===== src/segment_display_scan_blink_unit_macros.svh =====
// Assertion helpers for the display scan block.
// Each macro takes a label, clock, active-low reset, two expressions and a message.
`ifndef SEGMENT_DISPLAY_SCAN_BLINK_UNIT_MACROS_SVH
`define SEGMENT_DISPLAY_SCAN_BLINK_UNIT_MACROS_SVH

`ifndef SYNTHESIS
`define SDSB_ASSERT_IMP(lbl, clk, rst_n, ante, cons, msg) \
    lbl: assert property (@(posedge clk) disable iff (!(rst_n)) (ante) |-> (cons)) \
        else $error(msg);
`define SDSB_ASSERT_NXT(lbl, clk, rst_n, ante, cons, msg) \
    lbl: assert property (@(posedge clk) disable iff (!(rst_n)) (ante) |=> (cons)) \
        else $error(msg);
`else
`define SDSB_ASSERT_IMP(lbl, clk, rst_n, ante, cons, msg)
`define SDSB_ASSERT_NXT(lbl, clk, rst_n, ante, cons, msg)
`endif

`endif


===== src/sdsb_pkg.sv =====
`default_nettype none

package sdsb_pkg;

    localparam int DATA_W    = 32;
    localparam int MODE_W    = 3;
    localparam int SEL_W     = 4;
    localparam int CNT_W     = 4;
    localparam int POS_W     = 3;
    localparam int VIS_W     = 2;
    localparam int CFG_IDX_W = 2;

    localparam int MAX_DIGITS_DEF  = 8;
    localparam int COUNT_RESET_DEF = 8;
    localparam logic [DATA_W-1:0] SCAN_PERIOD_RESET = DATA_W'(2);

    // item opcodes
    localparam logic [MODE_W-1:0] OP_TICK    = 3'd0;
    localparam logic [MODE_W-1:0] OP_PATTERN = 3'd1;
    localparam logic [MODE_W-1:0] OP_HIDE    = 3'd2;
    localparam logic [MODE_W-1:0] OP_SHOW    = 3'd3;
    localparam logic [MODE_W-1:0] OP_BLINK   = 3'd4;

    // digit visibility
    localparam logic [VIS_W-1:0] VIS_SHOWN  = 2'd0;
    localparam logic [VIS_W-1:0] VIS_HIDDEN = 2'd1;
    localparam logic [VIS_W-1:0] VIS_BLINK  = 2'd2;

    // config register indexes
    localparam logic [CFG_IDX_W-1:0] CFG_DISPLAY_MODE = 2'd0;
    localparam logic [CFG_IDX_W-1:0] CFG_DIGIT_COUNT  = 2'd1;
    localparam logic [CFG_IDX_W-1:0] CFG_SCAN_PERIOD  = 2'd2;

    typedef struct packed {
        logic              we;
        logic [MODE_W-1:0] op;
        logic [SEL_W-1:0]  sel;
        logic [DATA_W-1:0] pattern;
        logic [DATA_W-1:0] period;
    } t_digit_wr;

    typedef struct packed {
        logic [DATA_W-1:0] pattern;
        logic [VIS_W-1:0]  vis;
        logic [DATA_W-1:0] period;
    } t_digit_rd;

    typedef struct packed {
        logic busy;
        logic done;
        logic odd;   // quotient bit 0
    } t_div_stat;

endpackage

`default_nettype wire


===== src/sdsb_divider.sv =====
`default_nettype none

// Restoring divider, one quotient bit per cycle.
module sdsb_divider
    import sdsb_pkg::*;
(
    input  wire logic              i_clk,
    input  wire logic              i_rst_n,
    input  wire logic              i_start,
    input  wire logic [DATA_W-1:0] i_dividend,
    input  wire logic [DATA_W-1:0] i_divisor,
    output t_div_stat              o_stat
);

    localparam int STEP_W = $clog2(DATA_W);

    logic              r_busy;
    logic              r_done;
    logic [STEP_W-1:0] r_step;
    logic [DATA_W-1:0] r_rem;
    logic [DATA_W-1:0] r_quo;
    logic [DATA_W-1:0] r_dvs;

    logic [DATA_W:0]   w_trial;
    logic [DATA_W:0]   w_diff;

    assign w_trial = {r_rem, r_quo[DATA_W-1]};
    assign w_diff  = w_trial - {1'b0, r_dvs};

    always_ff @(posedge i_clk) begin
        if (!i_rst_n) begin
            r_busy <= 1'b0;
            r_done <= 1'b0;
            r_step <= '0;
        end else begin
            r_done <= 1'b0;
            if (i_start) begin
                r_busy <= 1'b1;
                r_step <= '0;
                r_rem  <= '0;
                r_quo  <= i_dividend;
                r_dvs  <= i_divisor;
            end else if (r_busy) begin
                if (!w_diff[DATA_W]) begin
                    r_rem <= w_diff[DATA_W-1:0];
                end else begin
                    r_rem <= w_trial[DATA_W-1:0];
                end
                r_quo  <= {r_quo[DATA_W-2:0], ~w_diff[DATA_W]};
                r_step <= r_step + 1'b1;
                if (r_step == STEP_W'(DATA_W - 1)) begin
                    r_busy <= 1'b0;
                    r_done <= 1'b1;
                end
            end
        end
    end

    assign o_stat.busy = r_busy;
    assign o_stat.done = r_done;
    assign o_stat.odd  = r_quo[0];

endmodule

`default_nettype wire


===== src/sdsb_digit_store.sv =====
`default_nettype none

// Per-digit pattern, visibility and blink period; registered read.
module sdsb_digit_store
    import sdsb_pkg::*;
#(
    parameter int MAX_DIGITS = MAX_DIGITS_DEF
)
(
    input  wire logic                   i_clk,
    input  wire logic                   i_rst_n,
    input  wire t_digit_wr              i_wr,
    input  wire logic [CNT_W-1:0]       i_digit_count,
    input  wire logic [((MAX_DIGITS > 1) ? $clog2(MAX_DIGITS) : 1)-1:0] i_rd_addr,
    output t_digit_rd                   o_rd
);

    localparam int CMP_W = ((SEL_W > $clog2(MAX_DIGITS + 1)) ? SEL_W
                                                             : $clog2(MAX_DIGITS + 1)) + 1;

    logic [DATA_W-1:0] r_pattern [MAX_DIGITS];
    logic [VIS_W-1:0]  r_vis     [MAX_DIGITS];
    logic [DATA_W-1:0] r_period  [MAX_DIGITS];
    logic [MAX_DIGITS-1:0] w_en;
    logic              w_ok;

    // blink with a zero period is dropped
    assign w_ok = i_wr.we && !((i_wr.op == OP_BLINK) && (i_wr.period == '0));

    always_comb begin
        for (int k = 0; k < MAX_DIGITS; k++) begin
            if (i_wr.sel == '0) begin
                w_en[k] = w_ok && (CMP_W'(i_digit_count) > CMP_W'(k));
            end else begin
                w_en[k] = w_ok && (CMP_W'(i_wr.sel) == CMP_W'(k + 1))
                               && (CMP_W'(i_wr.sel) <= CMP_W'(i_digit_count));
            end
        end
    end

    always_ff @(posedge i_clk) begin
        if (!i_rst_n) begin
            for (int k = 0; k < MAX_DIGITS; k++) begin
                r_pattern[k] <= '0;
                r_vis[k]     <= VIS_SHOWN;
                r_period[k]  <= '0;
            end
        end else begin
            for (int k = 0; k < MAX_DIGITS; k++) begin
                if (w_en[k]) begin
                    case (i_wr.op)
                        OP_PATTERN: r_pattern[k] <= i_wr.pattern;
                        OP_HIDE:    r_vis[k]     <= VIS_HIDDEN;
                        OP_SHOW:    r_vis[k]     <= VIS_SHOWN;
                        OP_BLINK: begin
                            r_vis[k]    <= VIS_BLINK;
                            r_period[k] <= i_wr.period;
                        end
                        default: ;
                    endcase
                end
            end
        end
    end

    always_ff @(posedge i_clk) begin
        o_rd.pattern <= r_pattern[i_rd_addr];
        o_rd.vis     <= r_vis[i_rd_addr];
        o_rd.period  <= r_period[i_rd_addr];
    end

endmodule

`default_nettype wire


===== src/segment_display_scan_blink_unit.sv =====
// Channel   Handshake                    Payload
// -------   ---------------------------  ------------------------------------------------
// input     i_in_valid / o_in_ready      i_mode i_elapsed i_digit_sel i_segments_in
//                                        i_blink_period
// output    o_out_valid / i_out_ready    o_position o_segments_out o_last
// config    i_cfg_we (no wait)           i_cfg_index i_cfg_data
//
// Write items (pattern, hide, show, blink) and unused codes complete without leaving idle.
// A tick updates the time, runs a scan check in dynamic mode, then for each emitted
// digit a store read, the shared divider for a blinking digit, and an output beat.
// The serial divider computes time / blink period, one bit a cycle.
// Synchronous active-low reset clears control, config and digit store state with no
// sweep; the output beat payload and the divider datapath are not reset.
// A held output beat stalls the sequencer; the input side is not ready until
// the last beat of a tick is taken.
`default_nettype none
`include "segment_display_scan_blink_unit_macros.svh"

module segment_display_scan_blink_unit
    import sdsb_pkg::*;
#(
    parameter int MAX_DIGITS = MAX_DIGITS_DEF
)
(
    input  wire logic                 i_clk,
    input  wire logic                 i_rst_n,
    // item input
    input  wire logic                 i_in_valid,
    output logic                      o_in_ready,
    input  wire logic [MODE_W-1:0]    i_mode,
    input  wire logic [DATA_W-1:0]    i_elapsed,
    input  wire logic [SEL_W-1:0]     i_digit_sel,
    input  wire logic [DATA_W-1:0]    i_segments_in,
    input  wire logic [DATA_W-1:0]    i_blink_period,
    // digit drive output
    output logic                      o_out_valid,
    input  wire logic                 i_out_ready,
    output logic [POS_W-1:0]          o_position,
    output logic [DATA_W-1:0]         o_segments_out,
    output logic                      o_last,
    // config writes
    input  wire logic                 i_cfg_we,
    input  wire logic [CFG_IDX_W-1:0] i_cfg_index,
    input  wire logic [DATA_W-1:0]    i_cfg_data
);

    localparam int IDX_W = (MAX_DIGITS > 1) ? $clog2(MAX_DIGITS) : 1;
    localparam logic [CNT_W-1:0] COUNT_RESET =
        CNT_W'((MAX_DIGITS < COUNT_RESET_DEF) ? MAX_DIGITS : COUNT_RESET_DEF);

    // sequencer states
    localparam logic [2:0] ST_IDLE   = 3'd0;
    localparam logic [2:0] ST_SCAN   = 3'd1;  // dynamic mode: is a scan due
    localparam logic [2:0] ST_LOAD   = 3'd2;  // store read in flight
    localparam logic [2:0] ST_DECIDE = 3'd3;  // visibility check, start divide
    localparam logic [2:0] ST_DIV    = 3'd4;  // wait on divider
    localparam logic [2:0] ST_OUT    = 3'd5;  // beat held on output

    logic [2:0]        r_state;
    // config
    logic              r_display_mode;
    logic [CNT_W-1:0]  r_count;
    logic [DATA_W-1:0] r_scan_period;
    // time and scan state
    logic [DATA_W-1:0] r_time;
    logic [DATA_W-1:0] r_last_scan;
    logic [CNT_W-1:0]  r_scan_pos;
    logic [CNT_W-1:0]  r_cnt;        // digit being emitted
    // output beat
    logic              r_out_valid;
    logic [POS_W-1:0]  r_out_pos;
    logic [DATA_W-1:0] r_out_seg;
    logic              r_out_last;
    logic              r_div_start;

    logic              w_in_acc;
    t_digit_wr         w_wr;
    t_digit_rd         w_rd;
    t_div_stat         w_div;
    logic [DATA_W-1:0] w_since;
    logic [CNT_W-1:0]  w_scan_p;
    logic [CNT_W:0]    w_scan_inc;
    logic [CNT_W-1:0]  n_scan_pos;
    logic [CNT_W:0]    w_cnt_inc;
    logic              w_count_ok;

    assign o_in_ready = (r_state == ST_IDLE);
    assign w_in_acc   = i_in_valid && o_in_ready;

    assign w_wr.we      = w_in_acc && ((i_mode == OP_PATTERN) || (i_mode == OP_HIDE) ||
                                       (i_mode == OP_SHOW) || (i_mode == OP_BLINK));
    assign w_wr.op      = i_mode;
    assign w_wr.sel     = i_digit_sel;
    assign w_wr.pattern = i_segments_in;
    assign w_wr.period  = i_blink_period;

    // scan bookkeeping; a stale position past the count falls back to digit 0
    assign w_since    = r_time - r_last_scan;
    assign w_scan_p   = (r_scan_pos < r_count) ? r_scan_pos : '0;
    assign w_scan_inc = {1'b0, w_scan_p} + (CNT_W + 1)'(1);
    assign n_scan_pos = (w_scan_inc == {1'b0, r_count}) ? '0 : w_scan_inc[CNT_W-1:0];

    assign w_cnt_inc  = {1'b0, r_cnt} + (CNT_W + 1)'(1);

    assign w_count_ok = (i_cfg_data[CNT_W-1:0] != '0) &&
                        (32'(i_cfg_data[CNT_W-1:0]) <= 32'(MAX_DIGITS));

    sdsb_digit_store #(
        .MAX_DIGITS (MAX_DIGITS)
    ) u_store (
        .i_clk         (i_clk),
        .i_rst_n       (i_rst_n),
        .i_wr          (w_wr),
        .i_digit_count (r_count),
        .i_rd_addr     (IDX_W'(r_cnt)),
        .o_rd          (w_rd)
    );

    // shared divider: time / blink period, only bit 0 of the quotient is used
    sdsb_divider u_div (
        .i_clk      (i_clk),
        .i_rst_n    (i_rst_n),
        .i_start    (r_div_start),
        .i_dividend (r_time),
        .i_divisor  (w_rd.period),
        .o_stat     (w_div)
    );

    always_ff @(posedge i_clk) begin
        if (!i_rst_n) begin
            r_state        <= ST_IDLE;
            r_display_mode <= 1'b0;
            r_count        <= COUNT_RESET;
            r_scan_period  <= SCAN_PERIOD_RESET;
            r_time         <= '0;
            r_last_scan    <= '0;
            r_scan_pos     <= '0;
            r_cnt          <= '0;
            r_out_valid    <= 1'b0;
            r_div_start    <= 1'b0;
        end else begin
            r_div_start <= 1'b0;
            case (r_state)
                ST_IDLE: begin
                    if (w_in_acc && (i_mode == OP_TICK)) begin
                        r_time  <= r_time + i_elapsed;
                        r_cnt   <= '0;
                        r_state <= r_display_mode ? ST_SCAN : ST_LOAD;
                    end
                end
                ST_SCAN: begin
                    if (w_since < r_scan_period) begin
                        r_state <= ST_IDLE;
                    end else begin
                        // one scan per tick, even if several periods went by
                        r_last_scan <= r_last_scan + r_scan_period;
                        r_cnt       <= w_scan_p;
                        r_scan_pos  <= n_scan_pos;
                        r_state     <= ST_LOAD;
                    end
                end
                ST_LOAD: begin
                    r_state <= ST_DECIDE;
                end
                ST_DECIDE: begin
                    r_out_pos  <= r_cnt[POS_W-1:0];
                    r_out_last <= r_display_mode || (w_cnt_inc == {1'b0, r_count});
                    if (w_rd.vis == VIS_HIDDEN) begin
                        r_out_seg   <= '0;
                        r_out_valid <= 1'b1;
                        r_state     <= ST_OUT;
                    end else if ((w_rd.vis == VIS_BLINK) && (w_rd.period != '0)) begin
                        r_div_start <= 1'b1;
                        r_state     <= ST_DIV;
                    end else begin
                        r_out_seg   <= w_rd.pattern;
                        r_out_valid <= 1'b1;
                        r_state     <= ST_OUT;
                    end
                end
                ST_DIV: begin
                    if (w_div.done) begin
                        // odd blink phase blanks the digit
                        r_out_seg   <= w_div.odd ? '0 : w_rd.pattern;
                        r_out_valid <= 1'b1;
                        r_state     <= ST_OUT;
                    end
                end
                ST_OUT: begin
                    if (i_out_ready) begin
                        r_out_valid <= 1'b0;
                        if (r_out_last) begin
                            r_state <= ST_IDLE;
                        end else begin
                            r_cnt   <= w_cnt_inc[CNT_W-1:0];
                            r_state <= ST_LOAD;
                        end
                    end
                end
                default: begin
                    r_state     <= ST_IDLE;
                    r_out_valid <= 1'b0;
                end
            endcase

            // config writes must land while idle; the user is bound to this, the block does not enforce it
            if (i_cfg_we) begin
                case (i_cfg_index)
                    CFG_DISPLAY_MODE: begin
                        r_display_mode <= i_cfg_data[0];
                        if (i_cfg_data[0]) begin
                            r_scan_pos  <= '0;
                            r_last_scan <= r_time;
                        end
                    end
                    CFG_DIGIT_COUNT: begin
                        if (w_count_ok) begin
                            r_count <= i_cfg_data[CNT_W-1:0];
                        end
                    end
                    CFG_SCAN_PERIOD: begin
                        if (i_cfg_data != '0) begin
                            r_scan_period <= i_cfg_data;
                        end
                    end
                    default: ;
                endcase
            end
        end
    end

    assign o_out_valid    = r_out_valid;
    assign o_position     = r_out_pos;
    assign o_segments_out = r_out_seg;
    assign o_last         = r_out_last;

    // the divider start is registered, so the divider takes it while the wait state already holds
    `SDSB_ASSERT_IMP(a_ready_excl, i_clk, i_rst_n, o_out_valid, !o_in_ready,
                     "ready while beat held")
    `SDSB_ASSERT_NXT(a_write_one_cycle, i_clk, i_rst_n, w_in_acc && (i_mode != OP_TICK),
                     o_in_ready, "non-tick item not done in one cycle")
    `SDSB_ASSERT_IMP(a_div_idle, i_clk, i_rst_n, o_in_ready, !w_div.busy,
                     "divider busy while idle")
    `SDSB_ASSERT_IMP(a_div_wait, i_clk, i_rst_n, (r_state == ST_DIV) && !r_div_start,
                     w_div.busy || w_div.done, "waiting on idle divider")

endmodule

`default_nettype wire


===== config.mk =====
export PLATFORM = sky130hd
export DESIGN_NAME = segment_display_scan_blink_unit
export DESIGN_NICKNAME = d
export VERILOG_FILES = /design/src/sdsb_pkg.sv /design/src/sdsb_divider.sv /design/src/sdsb_digit_store.sv /design/src/segment_display_scan_blink_unit.sv
export VERILOG_INCLUDE_DIRS = /design/src /design/src/src
export SDC_FILE = /design/constraint.sdc
export NUM_CORES = 2
export LEC_CHECK = 0
export BUFFER_PORTS_ARGS = -buffer_cell sky130_fd_sc_hd__buf_4
export CORE_MARGIN = 4
export CORE_UTILIZATION = 60
export DETAILED_ROUTE_END_ITERATION = 10
export PLACE_DENSITY = 0.87
export RECOVER_POWER = 100
export SYNTH_ARGS = -nofsm -noshare
export SYNTH_HDL_FRONTEND = slang
export SYNTH_HIERARCHICAL = 1
export SYNTH_SLANG_ARGS = --single-unit

===== constraint.sdc =====
create_clock -name i_clk -period 6.4 [get_ports i_clk]
set_input_delay 0.32 -clock i_clk [delete_from_list [all_inputs] [get_ports i_clk]]
set_output_delay 0.32 -clock i_clk [all_outputs]
set_load 0.005 [all_outputs]

==> metrics.cfg <==
[route]
first_pass_iters = 6
drc = 0
wl_per_cell_um = 24.6
ant_nets = 0
drt_iter0_markers = 4152
wirelength_um = 116000
routed_via_density = 6.47
num_vias = 30400

[die]
die_w_um = 272
start_util_pct = 60.8
fp.dieH_um = 272
fp-row-count = 96
io-pin-count = 180
coreArea_mm2 = 0.0688
fp.dieArea_mm2 = 0.0740

[pwr]
p_leak_uw = 0.0177
irDropWorstVdd_mv = 0.308
p_per_area_mw_per_mm2 = 262

[min_path]
holdCritStartpoint = i_segments_in[26]
hold_depth = 3
whs_endpoint = u_store/r_pattern[3][26]$_SDFFCE_PN0P_
hp-class = input pin to flip-flop

[worst_setup_path]
r2r_cells = 10
end_kind = flip-flop
timing.rr.start = r_state[2]$_SDFFE_PN0P_
r2r_slack_ps = 230
arrival_ps = 6480
crit_path_max_fanout = 33
r2r-end = u_store/r_pattern[3][28]$_SDFFCE_PN0P_
criticalPathCategory = flip-flop to flip-flop
critPathRequiredTime_ps = 6710
start_kind = flip-flop

[placement]
place_congestion = 0.887
place.detailed.hpwl_um = 67000
port_buffers = 179
place_inst = 4479

[run_status]
violations = capacitance limit, slew limit
status = finished, violations left

[timing]
layout_min_cycle_time_ps = 6170
tightest_slew_ps = 3500
finalClockSkew_ps = 46.6
final.period_utilization_pct = 96.4
drv_slew = 1107
slew_headroom_pct = -133
fin_tns_setup_ps = 0
setup_viol = 0
max_freq_ghz = 0.162
grt_setup_unrepaired = false
hold_viol_final = 0

[synthesis]
syn_inst = 3483
yosys_warnings = 6
synth.avg_cell_area_um2 = 12.0
netlist_area_mm2 = 0.0418
synth_fp_nets = 3796

[cts]
numCtsBuffers = 85
hold_buffers = 50
post_cts_buffers = 0
path_clk_slew_ps = 60
cts_buffer_depth = 3
htreeDepth = 3
clock-sinks = 847
cts_tree = built
cts_root_buf = clkbuf_16
cts_resized = 0
clk_latency_ps = 670

[grt]
gr-usage-met1_pct = 39.0
grt_usage_pct = 30.7
grt_pass1_vias = 30400
grt_first_pass_wirelength_um = 176000
grt_antenna_before_repair = 4
met2_usage_pct = 51.8
met3_usage_pct = 5.02
grt-ovfl-total = 0
grt_max_degree = 92
busiest_layer = met2

[cells_and_area]
utilization_pct = 68.7
drive_gt1_share_pct = 15.5
syn_to_final_growth_pct = 13.0
finalNonFillerCells = 4694
nets = 3998

[run]
maxCapViolCount = 29

==> critical path: stages, from the launching register on <==
cell	delay, ps
dfxtp_1	540
nor3_1	450
nand2_1	300
nor2_1	370
inv_1	160
nor4b_1	390
clkbuf_1	1850
o21ai_4	50
buf_4	430
nand2_1	750
buf_4	480
==> state kept, by name (all words and copies together), names as in the netlist, 4 cells and up <==
name and flops:
u_store/r_pattern 256, u_store/r_period 256, u_store/o_rd 66, o_segments_out 32, r_last_scan 32, r_scan_period 32, r_time 32, u_div/r_dvs 32
u_div/r_quo 32, u_div/r_rem 32, u_store/r_vis 16, u_div/r_step 5, r_cnt 4, r_count 4, r_scan_pos 4
==> power by group <==
part	leakage (µW)	internal, µW	total [µW]	switching (µW)
logic	0.00811	439	1080	643
registers	0.00817	6090	6180	88.1
clock network	0.00138	2910	5140	2230
==> metrics by stage <==
step | setup slack, ps | instance area (µm²) | total power, µW | hold WS (ps)
3_3_place_gp | 1090 | 44300 | 7270 | 414
3_5_place_dp | 922 | 44300 | 7310 | 419
2_1_floorplan | 1680 | 41800 | 6940 | 409
6_report | 228 | 47300 | 12400 | 21.1
4_1_cts | 867 | 47600 | 12400 | 2.51
5_1_grt | 210 | 47200 | 12800 | 29.1
==> layer usage <==
layer	wire, µm	vias to the layer above
li1	-	13100
met1	41200	14500
met2	56200	2229
met3	12300	449
met4	5970	0
met5	0	-
==> layout make-up <==
cell class / count / area, µm²
antenna: 6 / 15.0
clock buffer: 127 / 2390
clock inverter: 32 / 450
fill: 4460 / 21600
inverter: 179 / 672
multi-input combinational: 2291 / 16900
sequential: 847 / 23600
tap: 931 / 1160
timing repair buffer: 281 / 2090
==> worst max-delay path by stage <==
stage | to | slack (ps) | start | cells after the start
global placement | r_cnt[2]$_SDFFE_PN0P_ | 1090 | r_last_scan[8]$_SDFF_PN0_ | 21
detailed placement | r_cnt[2]$_SDFFE_PN0P_ | 920 | r_last_scan[8]$_SDFF_PN0_ | 21
floorplan | r_state[1]$_SDFFE_PN0P_ | 1680 | r_last_scan[8]$_SDFF_PN0_ | 23
CTS | r_cnt[2]$_SDFFE_PN0P_ | 870 | r_last_scan[8]$_SDFF_PN0_ | 21
global route | u_store/r_pattern[3][28]$_SDFFCE_PN0P_ | 210 | r_state[2]$_SDFFE_PN0P_ | 10
finish | u_store/r_pattern[3][28]$_SDFFCE_PN0P_ | 230 | r_state[2]$_SDFFE_PN0P_ | 10
==> placed cells by master (no fill, tap or decap), types with 22 or more instances in the layout <==
cell	n
dfxtp_1	187
mux2i_1	80
ha_1	167
a21oi_1	174
clkbuf_1	68
nand2_1	229
buf_4	158
nor2b_1	27
nand3_1	39
o21ai_0	100
nor3_1	35
mux2_1	24
inv_1	179
nor2_1	591
o21a_1	27
nand4_1	22
clkbuf_16	85
nand2b_1	28
nor4_1	23
dlygate4sd3_1	50
xor2_1	36
edfxtp_1	660
a21o_1	53
mux4_2	132
mux2_2	75
xnor2_1	71
a211oi_1	39
and2_0	60
Power figures use the tool's default switching activity.
